### src/rtl/core/round_robin_ready_queue_defines.svh
// Assertion macros for the round-robin ready queue; they assume clk and rst_n in scope.
`ifndef ROUND_ROBIN_READY_QUEUE_DEFINES_SVH
`define ROUND_ROBIN_READY_QUEUE_DEFINES_SVH

// Same-cycle implication, disabled during reset.
`define RRQ_ASSERT_IMP(lbl, ante, cons, msg) \
    lbl: assert property (@(posedge clk) disable iff (!rst_n) (ante) |-> (cons)) \
        else $error(msg);

// Next-cycle implication, disabled during reset.
`define RRQ_ASSERT_NXT(lbl, ante, cons, msg) \
    lbl: assert property (@(posedge clk) disable iff (!rst_n) (ante) |=> (cons)) \
        else $error(msg);

`endif

### src/rtl/core/rrq_pkg.sv
// Types and constants shared by the round-robin ready queue modules.
`timescale 1ns / 1ps

package rrq_pkg;

    localparam int QUEUE_DEPTH = 16;
    localparam int IDX_W       = $clog2(QUEUE_DEPTH);
    localparam int CNT_W       = $clog2(QUEUE_DEPTH + 1);
    localparam int ID_W        = 8;

    typedef enum logic [1:0] {
        CMD_ENQUEUE = 2'd0,
        CMD_DEQUEUE = 2'd1,
        CMD_NEXT    = 2'd2
    } rrq_cmd_e;

    typedef enum logic [1:0] {
        ST_OK        = 2'd0,
        ST_FULL      = 2'd1,
        ST_NOT_FOUND = 2'd2,
        ST_EMPTY     = 2'd3
    } rrq_status_e;

    typedef struct packed {
        logic [1:0]      command;
        logic [ID_W-1:0] process_id;
    } rrq_in_t;

    typedef struct packed {
        logic [ID_W-1:0] picked_id;
        logic [1:0]      status;
        logic [4:0]      occupancy;
    } rrq_out_t;

    // Broadcast controls from the top level to every cell
    typedef struct packed {
        logic             enq_wr;
        logic             deq_shift;
        logic [ID_W-1:0]  pid;
        logic [CNT_W-1:0] total;
        logic [IDX_W-1:0] cursor;
    } rrq_cell_ctl_t;

endpackage

### src/rtl/core/rrq_cell.sv
// One queue slot: holds an id, compares it, and shifts down from its neighbor.
`timescale 1ns / 1ps

module rrq_cell (
    input  logic                        clk,
    input  logic [rrq_pkg::IDX_W-1:0]   index,
    input  rrq_pkg::rrq_cell_ctl_t      ctl,
    input  logic [rrq_pkg::ID_W-1:0]    nbr_id,
    input  logic                        hit_in,
    output logic                        hit_out,
    output logic                        first_hit,
    input  logic [rrq_pkg::ID_W-1:0]    pick_in,
    output logic [rrq_pkg::ID_W-1:0]    pick_out,
    output logic [rrq_pkg::ID_W-1:0]    id
);
    import rrq_pkg::*;

    logic [ID_W-1:0] id_reg;
    logic [ID_W-1:0] id_next;
    logic            occupied;
    logic            match;

    // Compare against the searched id; pass the running hit down the row
    always_comb
    begin
        occupied  = ({1'b0, index} < ctl.total);
        match     = occupied && (id_reg == ctl.pid);
        hit_out   = hit_in | match;
        first_hit = match & ~hit_in;
        pick_out  = pick_in | ((index == ctl.cursor) ? id_reg : '0);
        id        = id_reg;
    end

    // Take the neighbor's id from the removed entry onward, or load an appended id
    always_comb
    begin
        id_next = id_reg;
        if (ctl.deq_shift && (hit_in || match))
        begin
            id_next = nbr_id;
        end
        else if (ctl.enq_wr && ({1'b0, index} == ctl.total))
        begin
            id_next = ctl.pid;
        end
    end

    always_ff @(posedge clk)
    begin
        id_reg <= id_next;
    end

endmodule

### src/rtl/core/round_robin_ready_queue.sv
// Slots compare and shift in parallel; an accepted command's result is registered.
// Throughput: one command per cycle unless out_ready stalls a pending result.
// The first-match search and cursor read ripple through the row of 16 slot cells.
// Reset (rst_n low, asynchronous): queue empty, cursor at slot 0, no result pending.
// Slot contents are not cleared; slots at or above the fill count are never read.
`timescale 1ns / 1ps

module round_robin_ready_queue (
    input  logic              clk,
    input  logic              rst_n,
    input  logic              in_valid,
    output logic              in_ready,
    input  rrq_pkg::rrq_in_t  in_data,
    output logic              out_valid,
    input  logic              out_ready,
    output rrq_pkg::rrq_out_t out_data
);
    import rrq_pkg::*;

    `include "round_robin_ready_queue_defines.svh"

    logic [CNT_W-1:0] total_reg;
    logic [CNT_W-1:0] total_next;
    logic [IDX_W-1:0] cursor_reg;
    logic [IDX_W-1:0] cursor_next;
    logic             out_valid_reg;
    logic             out_valid_next;
    rrq_out_t         out_data_reg;
    rrq_out_t         out_data_next;

    rrq_cell_ctl_t    ctl;
    logic             accept;
    logic             full;
    logic             hit;
    logic [IDX_W-1:0] found_idx;
    logic [CNT_W-1:0] total_dec;
    logic [IDX_W:0]   cursor_inc;

    logic [QUEUE_DEPTH:0]   hit_chain;
    logic [QUEUE_DEPTH-1:0] first_vec;
    logic [ID_W-1:0]        pick_chain [QUEUE_DEPTH+1];
    logic [ID_W-1:0]        cell_id    [QUEUE_DEPTH];

    assign in_ready  = !out_valid_reg || out_ready;
    assign accept    = in_valid && in_ready;
    assign out_valid = out_valid_reg;
    assign out_data  = out_data_reg;

    assign full          = (total_reg == CNT_W'(QUEUE_DEPTH));
    assign hit           = hit_chain[QUEUE_DEPTH];
    assign hit_chain[0]  = 1'b0;
    assign pick_chain[0] = '0;

    // Drive the broadcast controls for the slot row
    always_comb
    begin
        ctl.pid       = in_data.process_id;
        ctl.total     = total_reg;
        ctl.cursor    = cursor_reg;
        ctl.enq_wr    = accept && (in_data.command == CMD_ENQUEUE) && !full;
        ctl.deq_shift = accept && (in_data.command == CMD_DEQUEUE) && hit;
    end

    // Row of slot cells
    for (genvar i = 0; i < QUEUE_DEPTH; i++)
    begin : g_cell
        logic [ID_W-1:0] nbr;
        if (i == QUEUE_DEPTH - 1)
        begin : g_last
            assign nbr = '0;
        end
        else
        begin : g_mid
            assign nbr = cell_id[i+1];
        end

        rrq_cell u_cell (
            .clk       (clk),
            .index     (IDX_W'(i)),
            .ctl       (ctl),
            .nbr_id    (nbr),
            .hit_in    (hit_chain[i]),
            .hit_out   (hit_chain[i+1]),
            .first_hit (first_vec[i]),
            .pick_in   (pick_chain[i]),
            .pick_out  (pick_chain[i+1]),
            .id        (cell_id[i])
        );
    end

    // Encode the one-hot first match into a slot index
    always_comb
    begin
        found_idx = '0;
        for (int i = 0; i < QUEUE_DEPTH; i++)
        begin
            found_idx = found_idx | (first_vec[i] ? IDX_W'(i) : '0);
        end
    end

    assign total_dec  = total_reg - CNT_W'(1);
    assign cursor_inc = {1'b0, cursor_reg} + (IDX_W+1)'(1);

    // Decode the command: next state and result
    always_comb
    begin
        total_next     = total_reg;
        cursor_next    = cursor_reg;
        out_data_next  = out_data_reg;
        out_valid_next = out_valid_reg;

        if (accept)
        begin
            out_data_next.picked_id = '0;
            out_data_next.status    = ST_OK;
            unique case (rrq_cmd_e'(in_data.command))
                CMD_ENQUEUE:
                begin
                    if (full)
                    begin
                        out_data_next.status = ST_FULL;
                    end
                    else
                    begin
                        total_next = total_reg + CNT_W'(1);
                    end
                end
                CMD_DEQUEUE:
                begin
                    if (!hit)
                    begin
                        out_data_next.status = ST_NOT_FOUND;
                    end
                    else
                    begin
                        total_next = total_dec;
                        priority if (total_dec == '0)
                        begin
                            cursor_next = '0;
                        end
                        else if (cursor_reg == found_idx)
                        begin
                            if ({1'b0, found_idx} >= total_dec)
                            begin
                                cursor_next = '0;
                            end
                        end
                        else if (cursor_reg > found_idx)
                        begin
                            cursor_next = cursor_reg - IDX_W'(1);
                        end
                        else
                        begin
                            cursor_next = cursor_reg;
                        end
                    end
                end
                CMD_NEXT:
                begin
                    if (total_reg == '0)
                    begin
                        out_data_next.status = ST_EMPTY;
                    end
                    else
                    begin
                        out_data_next.picked_id = pick_chain[QUEUE_DEPTH];
                        if (CNT_W'(cursor_inc) >= total_reg)
                        begin
                            cursor_next = '0;
                        end
                        else
                        begin
                            cursor_next = cursor_inc[IDX_W-1:0];
                        end
                    end
                end
                default:
                begin
                    out_data_next.status = ST_OK;
                end
            endcase
            out_data_next.occupancy = 5'(total_next);
            out_valid_next          = 1'b1;
        end
        else if (out_ready)
        begin
            out_valid_next = 1'b0;
        end
    end

    // Hold queue control state and the result register
    always_ff @(posedge clk or negedge rst_n)
    begin
        if (!rst_n)
        begin
            total_reg     <= '0;
            cursor_reg    <= '0;
            out_valid_reg <= 1'b0;
        end
        else
        begin
            total_reg     <= total_next;
            cursor_reg    <= cursor_next;
            out_valid_reg <= out_valid_next;
        end
    end

    always_ff @(posedge clk)
    begin
        out_data_reg <= out_data_next;
    end

    // Checks
    `RRQ_ASSERT_IMP(a_cursor_in_range, total_reg != '0, {1'b0, cursor_reg} < total_reg, "cursor past tail")
    `RRQ_ASSERT_IMP(a_cursor_home_empty, total_reg == '0, cursor_reg == '0, "cursor not home when empty")
    `RRQ_ASSERT_IMP(a_total_bound, 1'b1, total_reg <= CNT_W'(QUEUE_DEPTH), "fill count overflow")
    `RRQ_ASSERT_IMP(a_full_status, out_valid_reg && out_data_reg.status == ST_FULL, out_data_reg.occupancy == 5'(QUEUE_DEPTH), "full status below depth")
    `RRQ_ASSERT_NXT(a_enq_grows, ctl.enq_wr, total_reg == $past(total_reg) + CNT_W'(1), "enqueue did not grow queue")

endmodule
### config.mk
export PLATFORM = sky130hd
export DESIGN_NAME = round_robin_ready_queue
export DESIGN_NICKNAME = d
export VERILOG_FILES = /design/src/rtl/core/rrq_pkg.sv /design/src/rtl/core/rrq_cell.sv /design/src/rtl/core/round_robin_ready_queue.sv
export VERILOG_INCLUDE_DIRS = /design/src /design/src/rtl/core
export SDC_FILE = /design/constraint.sdc
export NUM_CORES = 1
export LEC_CHECK = 0
export BUFFER_PORTS_ARGS = -buffer_cell sky130_fd_sc_hd__clkbuf_2
export CAP_MARGIN = 15
export CORE_UTILIZATION = 65
export CTS_CLUSTER_SIZE = 24
export DETAILED_ROUTE_END_ITERATION = 10
export PLACE_DENSITY = 0.81
export SLEW_MARGIN = 20
export SYNTH_ARGS = -nofsm -noshare
export SYNTH_HDL_FRONTEND = slang
export SYNTH_SLANG_ARGS = --single-unit
### constraint.sdc
create_clock -name clk -period 11.7 [get_ports clk]
set_input_delay 2.34 -clock clk [delete_from_list [all_inputs] [get_ports clk]]
set_output_delay 2.34 -clock clk [all_outputs]
set_load 0.005 [all_outputs]
==> impl_metrics.env <==
export IMPL_yosysMostFrequentCell="edfxtp_1"
export IMPL_initial_core_util_pct=66.33
export IMPL_cts_setup_buffers=0
export IMPL_fin_ws_ns=5.099
export IMPL_setup_viol=0
export IMPL_yosysUniqueCellTypes=87
export IMPL_synthSimpleGateAreaFrac_pct=11.66
export IMPL_synth_top_area_share_pct=38.61
export IMPL_grt_pass1_wl_mm=46.97
export IMPL_synth_top_family_by_area="multiplexers"
export IMPL_die_area_sq_um=16660
export IMPL_h_tree_depth=4
export IMPL_syn_num_nets=959
export IMPL_yosys_top_cells_area="edfxtp_1 39%, mux2_2 10%, xor2_1 7.3%"
export IMPL_port_buffers=30
export IMPL_slew_headroom_pct=29.73
export IMPL_dp_hpwl_mm=20.93
export IMPL_muxShareOfSynthArea_pct=15.56
export IMPL_grt_overflow=0
export IMPL_clock_sinks=153
export IMPL_final_nets=948
export IMPL_hold_viol=0
export IMPL_drt_iter0_drc=1310
export IMPL_wire_per_inst_um=26.98
export IMPL_maxSlewViolCount=0
export IMPL_grt_start_max_net_pins=50
export IMPL_async_flop_share_pct=6.536
export IMPL_ys_flop_type="edfxtp_1"
export IMPL_rsz0062_at_grt="no"
export IMPL_r2r_cells=17
export IMPL_fillers=1139
export IMPL_synth_xor_xnor_area_share_pct=11.18
export IMPL_syn_area_sq_um=10500
export IMPL_clkLatencyLatePin_ns=0.45
export IMPL_root_buffer="clkbuf_16"
export IMPL_numCtsBuffers=17
export IMPL_power_leakage_nw=3.956
export IMPL_fp_row_count=46
export IMPL_ys_ff_latch=153
export IMPL_path_class="input port to register"
export IMPL_cp_required_ns=12.07
export IMPL_seq_area_frac_synth_pct=42.52
export IMPL_seqCellArea_sq_um=4464
export IMPL_post_synth_cell_area_avg_sq_um=11.45
export IMPL_status="finished clean"
export IMPL_vdd_drop_max_v=0.0001223
export IMPL_core_sq_um=15830
export IMPL_antenna_left=0
export IMPL_place_congestion=0.9767
export IMPL_fmax_ghz=0.1515
export IMPL_die_h_um=129.1
export IMPL_cp_max_fo=32
export IMPL_wl_met1_mm=11.53
export IMPL_wirelength_mm=30.62
export IMPL_highest_layer="met5"
export IMPL_area_growth_synth_to_final_pct=6.400
export IMPL_drtPass1Iterations=7
export IMPL_antenna_found_initial=1
export IMPL_min_path_cells=2
export IMPL_num_io_pins=31
export IMPL_skew_ns=0.008098
export IMPL_wl_met2_mm=13.28
export IMPL_powerDensity_nw_per_um2=172.0
export IMPL_cts_hold_buf=0
export IMPL_synthAdderAreaFrac_pct=3.337
export IMPL_ctsResizeCount=0
export IMPL_critPathLaunchType="input port"
export IMPL_tightest_slew_ns=1.054
export IMPL_place_area_sq_um=10600
export IMPL_first_global_vias=7836
export IMPL_grt_use_total_pct=38.82
export IMPL_dp_slack_ns=4.757
export IMPL_fin_crit_sh_pct=56.42
export IMPL_tns_ns=0
export IMPL_synth_top_cells_by_count="135 x edfxtp_1, 95 x mux2_2, 88 x xor2_1"
export IMPL_drive_gt1_share_pct=23.07
export IMPL_viasPerCell=7.196
export IMPL_antenna_cells=0
export IMPL_wl_met3_mm=3.932
export IMPL_clockBufferDepth=2
export IMPL_largest_reg_flops=128
export IMPL_end_kind="register"
export IMPL_die_width_um=129.1
export IMPL_critPathArrivalTime_ns=6.97
export IMPL_yosysWarnings=0
export IMPL_fin_crit_ns=6.601
export IMPL_cts_tree="built"
export IMPL_final_area_sq_um=11170
export IMPL_vias=8168
export IMPL_cts_clk_slew_worst_paths_ns=0.06
export IMPL_hold_path_class="register to register"
export IMPL_yosys_area_top_type="edfxtp_1"
export IMPL_synth_edf_count=135
export IMPL_multi_input_comb_area_sq_um=5583
export IMPL_maxCapViolations=0
export IMPL_remaining_drc_errors=0
export IMPL_syn_inst=917
export IMPL_synth_compound_area_share_pct=11.39
layout make-up:
cell class              instances  area share, %
multi-input cells             678          49.98
clock inverters                10         0.7953
clock buffers                  22          4.357
well taps                     216          2.419
repair buffers                 38          1.882
inverters                      18         0.6048
flip-flops and latches        153          39.96
routing by layer:
metal	global-route usage (%)	vias to the layer above
met3	11.64	166
met4	21.73	2
met5	0	-
met1	51.40	3924
li1	-	3435
met2	57.04	641
path summary, 6_finish.rpt:
path	from	end	slack (ns)
worst min-delay path	out_valid	out_valid	0.55
worst max-delay path	in_data[4]	cursor_reg[0]	5.10
max in group asynchronous	rst_n	cursor_reg[1]	9.74
min in group asynchronous	rst_n	out_valid	1.75
worst min register to register	out_valid	out_valid	0.55
worst max register to register	total_reg[2]	cursor_reg[0]	6.82
metrics by stage:
stage / total power, mW / hold slack [ns] / utilization [%] / std cells
after floorplan: 1.144 / 0.5248 / - / 917
after global placement: 1.326 / 0.5415 / 66.94 / 1103
after detailed placement: 1.339 / 0.5427 / 66.94 / 1103
after CTS: 1.879 / 0.5586 / 70.58 / 1135
after global routing: 1.984 / 0.6057 / 70.58 / 1135
final: 1.921 / 0.5527 / 70.58 / 1135
power by group:
group | switching, mW | internal [mW] | leakage, nW
clock network | 0.231 | 0.317 | 0.285
logic | 0.434 | 0.235 | 2.26
registers | 0.0709 | 0.633 | 1.41
total | 0.735 | 1.19 | 3.96
cell families after synthesis:
kind of cell	count (synthesis)
and+or+nand+nor	208
AOI/OAI and AO/OA	166
DFF	153
muxes	142
xor gates and xnor gates	134
buffers and inverters	86
adders and majority gates	28
cells in the final DEF (no fill, tap or decap), drive strengths merged, types with 4 or more instances in the layout:
master / n
nand4: 16
a21o: 4
and3: 14
nor2: 32
o21ai: 28
inv: 19
o22ai: 7
edfxtp: 135
a221oi: 11
nand2b: 6
dfrtp: 10
dfxtp: 8
o211ai: 7
ha: 28
a222oi: 8
mux2: 126
nand3: 36
nand2: 50
clkinv: 7
nor4: 21
xor2: 88
nor3: 9
a31oi: 7
buf: 8
or2: 4
a22oi: 19
xnor2: 46
clkbuf: 52
a22o: 5
a21oi: 37
mux2i: 14
critical path: stages:
cell and delay [ns]:
clkbuf_2 0.70, xor2_1 0.19, nor4_1 0.45, o211ai_1 0.23
nand4_2 0.26, nor2_2 0.13, and3_4 0.21, and3_1 0.20
a2111oi_1 0.34, ha_1 0.17, nand2b_1 0.10, a21o_1 0.12
a21o_1 0.12, a21oi_1 0.06, or3b_2 0.46, a41oi_1 0.37
and3_1 0.29, mux2i_1 0.20
No activity file was read; power rests on OpenSTA's default activity.
